<file path="src/hdl/hld_pkg.sv">
// Shared types and constants for the haplotype linkage disequilibrium block.
package hld_pkg;

  localparam int FRAC_BITS = 15;
  localparam int MAX_SAMPLES = 4096;
  localparam logic [15:0] ONE_Q = 16'd32768;
  localparam int REM_W = 62;

  localparam logic [1:0] REG_ALLELE_A = 2'd0;
  localparam logic [1:0] REG_ALLELE_B = 2'd1;
  localparam logic [1:0] REG_FREQ_A = 2'd2;
  localparam logic [1:0] REG_FREQ_B = 2'd3;

  typedef struct packed {
    logic count;
    logic ld_pab;
    logic ld_dp;
    logic ld_r2;
    logic step;
    logic mul1;
    logic diff;
    logic mul2;
    logic st_dp;
    logic done;
  } cmd_t;

endpackage

</file>
<file path="src/hdl/hld_ctrl.sv">
// Controller sequencing the sample count, the three divisions and the result strobe.
module hld_ctrl import hld_pkg::*; (
  input  logic clk,
  input  logic rst_n,
  input  logic start,
  input  logic last_sample,
  output logic busy,
  output cmd_t cmd
);

  typedef enum logic [8:0] {
    S_IDLE = 9'b000000001,
    S_LDP  = 9'b000000010,
    S_PAB  = 9'b000000100,
    S_MUL1 = 9'b000001000,
    S_DIFF = 9'b000010000,
    S_MUL2 = 9'b000100000,
    S_DPD  = 9'b001000000,
    S_R2L  = 9'b010000000,
    S_R2D  = 9'b100000000
  } state_t;

  state_t state_r, state_nxt;
  logic [3:0] cnt_r, cnt_nxt;
  logic done_r, done_nxt;
  logic acc;

  assign busy = (state_r != S_IDLE);
  assign acc = start && !busy;

  always_comb begin
    state_nxt = state_r;
    cnt_nxt = cnt_r;
    done_nxt = 1'b0;
    cmd = '0;
    case (state_r)
      S_IDLE: begin
        cmd.count = acc;
        if (acc && last_sample) begin
          state_nxt = S_LDP;
        end
      end
      S_LDP: begin
        cmd.ld_pab = 1'b1;
        cnt_nxt = 4'd0;
        state_nxt = S_PAB;
      end
      S_PAB: begin
        cmd.step = 1'b1;
        cnt_nxt = cnt_r + 4'd1;
        if (cnt_r == 4'd15) begin
          state_nxt = S_MUL1;
        end
      end
      S_MUL1: begin
        cmd.mul1 = 1'b1;
        state_nxt = S_DIFF;
      end
      S_DIFF: begin
        cmd.diff = 1'b1;
        state_nxt = S_MUL2;
      end
      S_MUL2: begin
        cmd.mul2 = 1'b1;
        cmd.ld_dp = 1'b1;
        cnt_nxt = 4'd0;
        state_nxt = S_DPD;
      end
      S_DPD: begin
        cmd.step = 1'b1;
        cnt_nxt = cnt_r + 4'd1;
        if (cnt_r == 4'd15) begin
          state_nxt = S_R2L;
        end
      end
      S_R2L: begin
        cmd.st_dp = 1'b1;
        cmd.ld_r2 = 1'b1;
        cnt_nxt = 4'd0;
        state_nxt = S_R2D;
      end
      S_R2D: begin
        cmd.step = 1'b1;
        cnt_nxt = cnt_r + 4'd1;
        if (cnt_r == 4'd15) begin
          done_nxt = 1'b1;
          state_nxt = S_IDLE;
        end
      end
      default: begin
        state_nxt = S_IDLE;
      end
    endcase
    cmd.done = done_r;
  end

  always_ff @(posedge clk) begin
    if (!rst_n) begin
      state_r <= S_IDLE;
      cnt_r <= 4'd0;
      done_r <= 1'b0;
    end else begin
      state_r <= state_nxt;
      cnt_r <= cnt_nxt;
      done_r <= done_nxt;
    end
  end

endmodule

</file>
<file path="config.mk">
export PLATFORM = sky130hd
export DESIGN_NAME = hld_ctrl
export DESIGN_NICKNAME = d
export VERILOG_FILES = /design/src/hdl/hld_pkg.sv /design/src/hdl/hld_ctrl.sv
export SDC_FILE = /design/constraint.sdc
export NUM_CORES = 1
export LEC_CHECK = 0
export ABC_AREA = 1
export BUFFER_PORTS_ARGS = -buffer_cell sky130_fd_sc_hd__buf_2
export CORE_MARGIN = 2
export CORE_UTILIZATION = 40
export DETAILED_ROUTE_END_ITERATION = 10
export HOLD_SLACK_MARGIN = 0.05
export SLEW_MARGIN = 20
export SYNTH_ARGS = -nofsm -noshare
export SYNTH_HDL_FRONTEND = slang
export SYNTH_SLANG_ARGS = --single-unit
</file>
<file path="constraint.sdc">
create_clock -name clk -period 1.7 [get_ports clk]
set_input_delay 0.425 -clock clk [delete_from_list [all_inputs] [get_ports clk]]
set_output_delay 0.425 -clock clk [all_outputs]
set_load 0.005 [all_outputs]
</file>
# Word level (Yosys, flattened, before mapping)
# Index checks and enable logic that the tools add are counted.
[totals]
register_bits = 14
inputBits = 4
out_inout_bits = 11
elab_cells = 41
[op_classes]
addsub = 1
eq_ne = 15
muxes = 14
n_reduce_logical = 8
[ops]
columns = ["op", "count"]
rows = [
  ["9-bit one-hot mux with 9 select lines", 1],
  ["9-bit two-way mux", 4],
  ["9-bit by 1-bit == test with 1-bit output (second input constant)", 1],
  ["9-bit by 2-bit == test with 1-bit output (second input constant)", 1],
  ["9-bit by 3-bit == test with 1-bit output (second input constant)", 1],
  ["9-bit by 4-bit == test with 1-bit output (second input constant)", 1],
  ["9-bit by 5-bit == test with 1-bit output (second input constant)", 1],
  ["9-bit by 6-bit == test with 1-bit output (second input constant)", 1],
  ["9-bit by 7-bit == test with 1-bit output (second input constant)", 1],
  ["9-bit by 8-bit == test with 1-bit output (second input constant)", 1],
  ["9-bit == test (second input constant)", 1],
  ["9-bit by 1-bit inequality test with 1-bit output (second input constant)", 1],
  ["1-bit two-way mux", 8],
  ["2-bit inequality test (second input constant)", 4],
  ["4-bit one-hot mux with 2 select lines", 1],
  ["3-bit OR reduction", 2],
  ["4-bit by 1-bit adder with 4-bit output (second input constant)", 1],
  ["4-bit == test (second input constant)", 1],
  ["4-bit AND reduction", 1],
  ["1-bit logical AND", 2],
  ["2-bit AND reduction", 1],
  ["2-bit nonzero test", 1],
  ["1-bit zero test", 1],
]

# Logic depth before layout (Yosys ltp)
[logic_depth]
ltp_word = 6
depth_mapped = 10
mapped_depth_nobuf = 10

# Least setup slack after synthesis
# OpenSTA, ideal clock, no wires.
[synth_path]
path_type = "reg2out"
startpoint = "reg state_r[8]"
endpoint = "out cmd[6] in the netlist's numbering"
arrival_ns = 0.985
slack_ns = 0.290
path_stages_with_launch = 6
path_buffers = 2
path_cell_list = "dfxtp_1 -> inv_2 -> buf_6 -> nand3_2 -> nor2_1 -> buf_4"
[synth_lines]
columns = ["element", "line_no", "text"]
rows = [
  ["from (decl)", "hld_ctrl.sv:23", "state_t state_r, state_nxt;"],
  ["from (signal assigned)", "hld_ctrl.sv:103", "state_r <= state_nxt;"],
  ["to (decl)", "hld_ctrl.sv:8", "output cmd_t cmd"],
]

==> flow_summary_export.csv <==
group,metric,value,unit
route,ant_nets,0,
sta,min_period,1.784,ns
job,max_cap_viol_count,0,
route,drtIter0Drc,24,
sta,rsz0062_at_grt,"true",
global_routing,overflow,0,
critical_path,critical-path-top-delay-family,"simple AND/OR/NAND/NOR gates",
floorplan,fp.dieW,54.34,um
floorplan,die-area,0.002952,mm2
synth,seq_area_frac_synth,0.2765,
critical_path,cp.arrival,1.36,ns
critical_path,cp_cell_sequence,"nor2_4 -> nand2_4 -> nor2_4 -> and2_4 -> buf_6",
critical_path,crit_top_cell,"nor2_4",
synth,synth_top_family_by_area,"simple AND/OR/NAND/NOR gates",
route,num_vias,975,
sta,worst_pin_slew,0.2617,ns
critical_path,critPathKind,"reg2out",
layout,area_growth,22.59,%
critical_path,cpPeakStageDelay,0.34,ns
sta,clock.fmax,0.5604,GHz
status,violations,"setup timing",
global_routing,grtUsageTotal,0.1808,
sta,setup_viol,7,
floorplan,die_h,54.34,um
floorplan,fp-row-count,18,
min_path,hold_class,"in2reg",
sta,worst_slack,-0.08429,ns
clock_tree,clk_latency,0.28,ns
place,hpwl,1734,um
global_routing,grt_pass1_vias,876,
clock_tree,cts_root_buf,"clkbuf_4",
sta,maxSlewHeadroom,0.8248,
power,p_sw,0.9643,mW
power,p_comb_frac,0.664,
sta,slew_violations,0,
critical_path,critPathBufInv,1,
layout,layout-drive-gt1-share,0.3832,
synth,netlist_instances,148,
power,seq_power_share,0.240,
sta,fin_worst_skew,0.002580,ns
clock_tree,hold_buffers,0,
clock_tree,htree_levels,1,
power,p_leak,0.6054,nW
place,portBuffers,14,
place,place_area,0.001074,mm2
synth,synth-simple-area-share,0.5012,
synth,synth_warnings,0,
sta,fin_crit_sh,1.050,
synth,synth.avg_cell_area,6.848,um2
floorplan,top_level_ports,15,
synth,syn_area,0.001013,mm2
route,wl_per_cell,11.93,um
global_routing,antenna_found_initial,0,
power,internal-power,0.9923,mW
critical_path,start_kind,"flop",
sta,finalHoldViolations,0,
power,power.density,1575,mW/mm2
synth,synth_seq_cells,14,
power,pwr-share-clk,0.096,
clock_tree,clock-sinks,14,
clock_tree,path_clk_slew,0.08,ns
global_routing,grt_pass1_wl,3795,um
route,drcViolationCount,0,
place,dp.cells,187,
clock_tree,numCtsBuffers,3,
synth,synthMuxAreaShare,0,
route,via_per_inst,4.949,
critical_path,cp_slowest_cell,"dfxtp_2",
layout,fin_util,0.5108,
synth,synth_fa_ha_area_frac,0.01235,
place,gp_congestion,0.9052,
clock_tree,clockBufferDepth,2,
synth,synth_nets,153,
layout,finalNonFillerCells,197,
clock_tree,cts_tree,"built",
floorplan,core_area,0.002432,mm2
synth,synth_xor_area_frac,0,
status,status,"complete, but fails checks",
route,first_pass_iters,4,
synth,synth-compound-area-share,0.06296,
power,vdd_ir_drop_max,0.001116,V
floorplan,start_util,0.4167,
layout,antennaDiodeCount,0,
synth,synthDistinctLibCells,23,
critical_path,critPathMaxFanout,4,
critical_path,crit_required,1.27,ns
layout,layout.nets,174,
global_routing,grt_max_degree,12,
route,totalWireLength,2351,um
power,switching_share,0.4929,
layout,fin_area,0.001242,mm2
critical_path,critical_path.endpoint_type,"output pin",
==> registers in the layout, indices dropped and copies added (netlist names) <==
name	cells
cnt_r	4
done_r	1
state_r	9
==> cells in the mapped netlist <==
library cell,number,area share
inv_1,22,0.081
nor2_2,9,0.056
nand3_1,13,0.064
dfxtp_1,14,0.28
o211ai_1,1,0.0074
a21oi_1,6,0.030
and2_4,1,0.0086
o21ai_0,2,0.0099
buf_4,4,0.030
nand3_2,2,0.020
nand2_1,26,0.096
nand2_4,2,0.022
buf_6,1,0.011
ha_1,1,0.012
clkbuf_8,1,0.014
nand3_4,2,0.035
inv_2,3,0.011
o21ai_4,1,0.016
nor3_1,3,0.015
nand2_2,2,0.012
nand4_1,10,0.062
nor2_4,4,0.044
nor2_1,18,0.067
==> layout by cell type (no fill, tap or decap), drive strengths merged <==
| cell type | instances |
|---|---|
| inv | 25 |
| and2 | 1 |
| clkbuf | 3 |
| nor3 | 3 |
| dfxtp | 14 |
| buf | 22 |
| nand2 | 30 |
| nand3 | 17 |
| ha | 1 |
| nor2 | 31 |
| a21oi | 6 |
| nand4 | 10 |
| o211ai | 1 |
| o21ai | 3 |
==> repair_timing <==
| item | in CTS | in global routing |
|---|---|---|
| gates resized for setup | 8 | 17 |
| setup buffers | 4 | 3 |
| pin swaps | 5 | 4 |
| setup endpoints to repair | 6 | 10 |
==> stage by stage <==
step	setup slack (ns)	TNS, ns	power, mW	hold slack [ns]
5_1_grt	-0.1363	-0.9434	2.128	0.4961
2_1_floorplan	0.2902	0	1.291	0.4736
6_report	-0.08429	-0.2588	1.957	0.4931
3_3_place_gp	0.1579	0	1.482	0.5002
4_1_cts	-0.02619	-0.03861	1.821	0.4956
3_5_place_dp	0.1649	0	1.495	0.4982
==> final timing paths <==
kind | depth (start not counted) | slack [ns] | end | from
max reg2reg | 11 | 0.13 | state_r[6] | state_r[4]
max | 5 | -0.08 | cmd[8] | state_r[4]
min reg2reg | 2 | 0.51 | cnt_r[3] | cnt_r[3]
min | 3 | 0.49 | state_r[2] | rst_n
==> power groups by stage <==
stage	clock network, mW	logic (mW)	registers (mW)
after floorplan	0	0.825	0.466
after global placement	0	1.02	0.463
after detailed placement	0	1.03	0.465
after CTS	0.191	1.17	0.464
after global routing	0.208	1.44	0.479
final	0.188	1.30	0.469
==> cell families after synthesis <==
| group | count (synthesis) |
|---|---|
| AO/OA/AOI/OAI | 10 |
| adder cells (fa/ha/maj) | 1 |
| buffers and inverters | 31 |
| flip-flops | 14 |
| AND/OR/NAND/NOR | 92 |
==> metal layers <==
layer | share of wire | track usage | vias up
met5 | 0 | 0 | -
met4 | 0.010 | 0.05417 | 0
met3 | 0.048 | 0.04098 | 4
met2 | 0.47 | 0.2851 | 23
met1 | 0.47 | 0.2446 | 437
li1 | - | - | 511
==> cell type report <==
cell class | instances | area, um2
Tap cell | 30 | 37.54
Sequential cell | 14 | 285.3
Inverter | 25 | 98.84
Clock buffer | 3 | 22.52
Timing Repair Buffer | 22 | 155.1
Fill cell | 245 | 1190
Multi-Input combinational cell | 103 | 643.1
==> worst min-delay path, stage by stage <==
cell	delay, ns
buf_2	0.18
nand2_1	0.11
nor2_2	0.03
(Power assumes the default switching activity.)
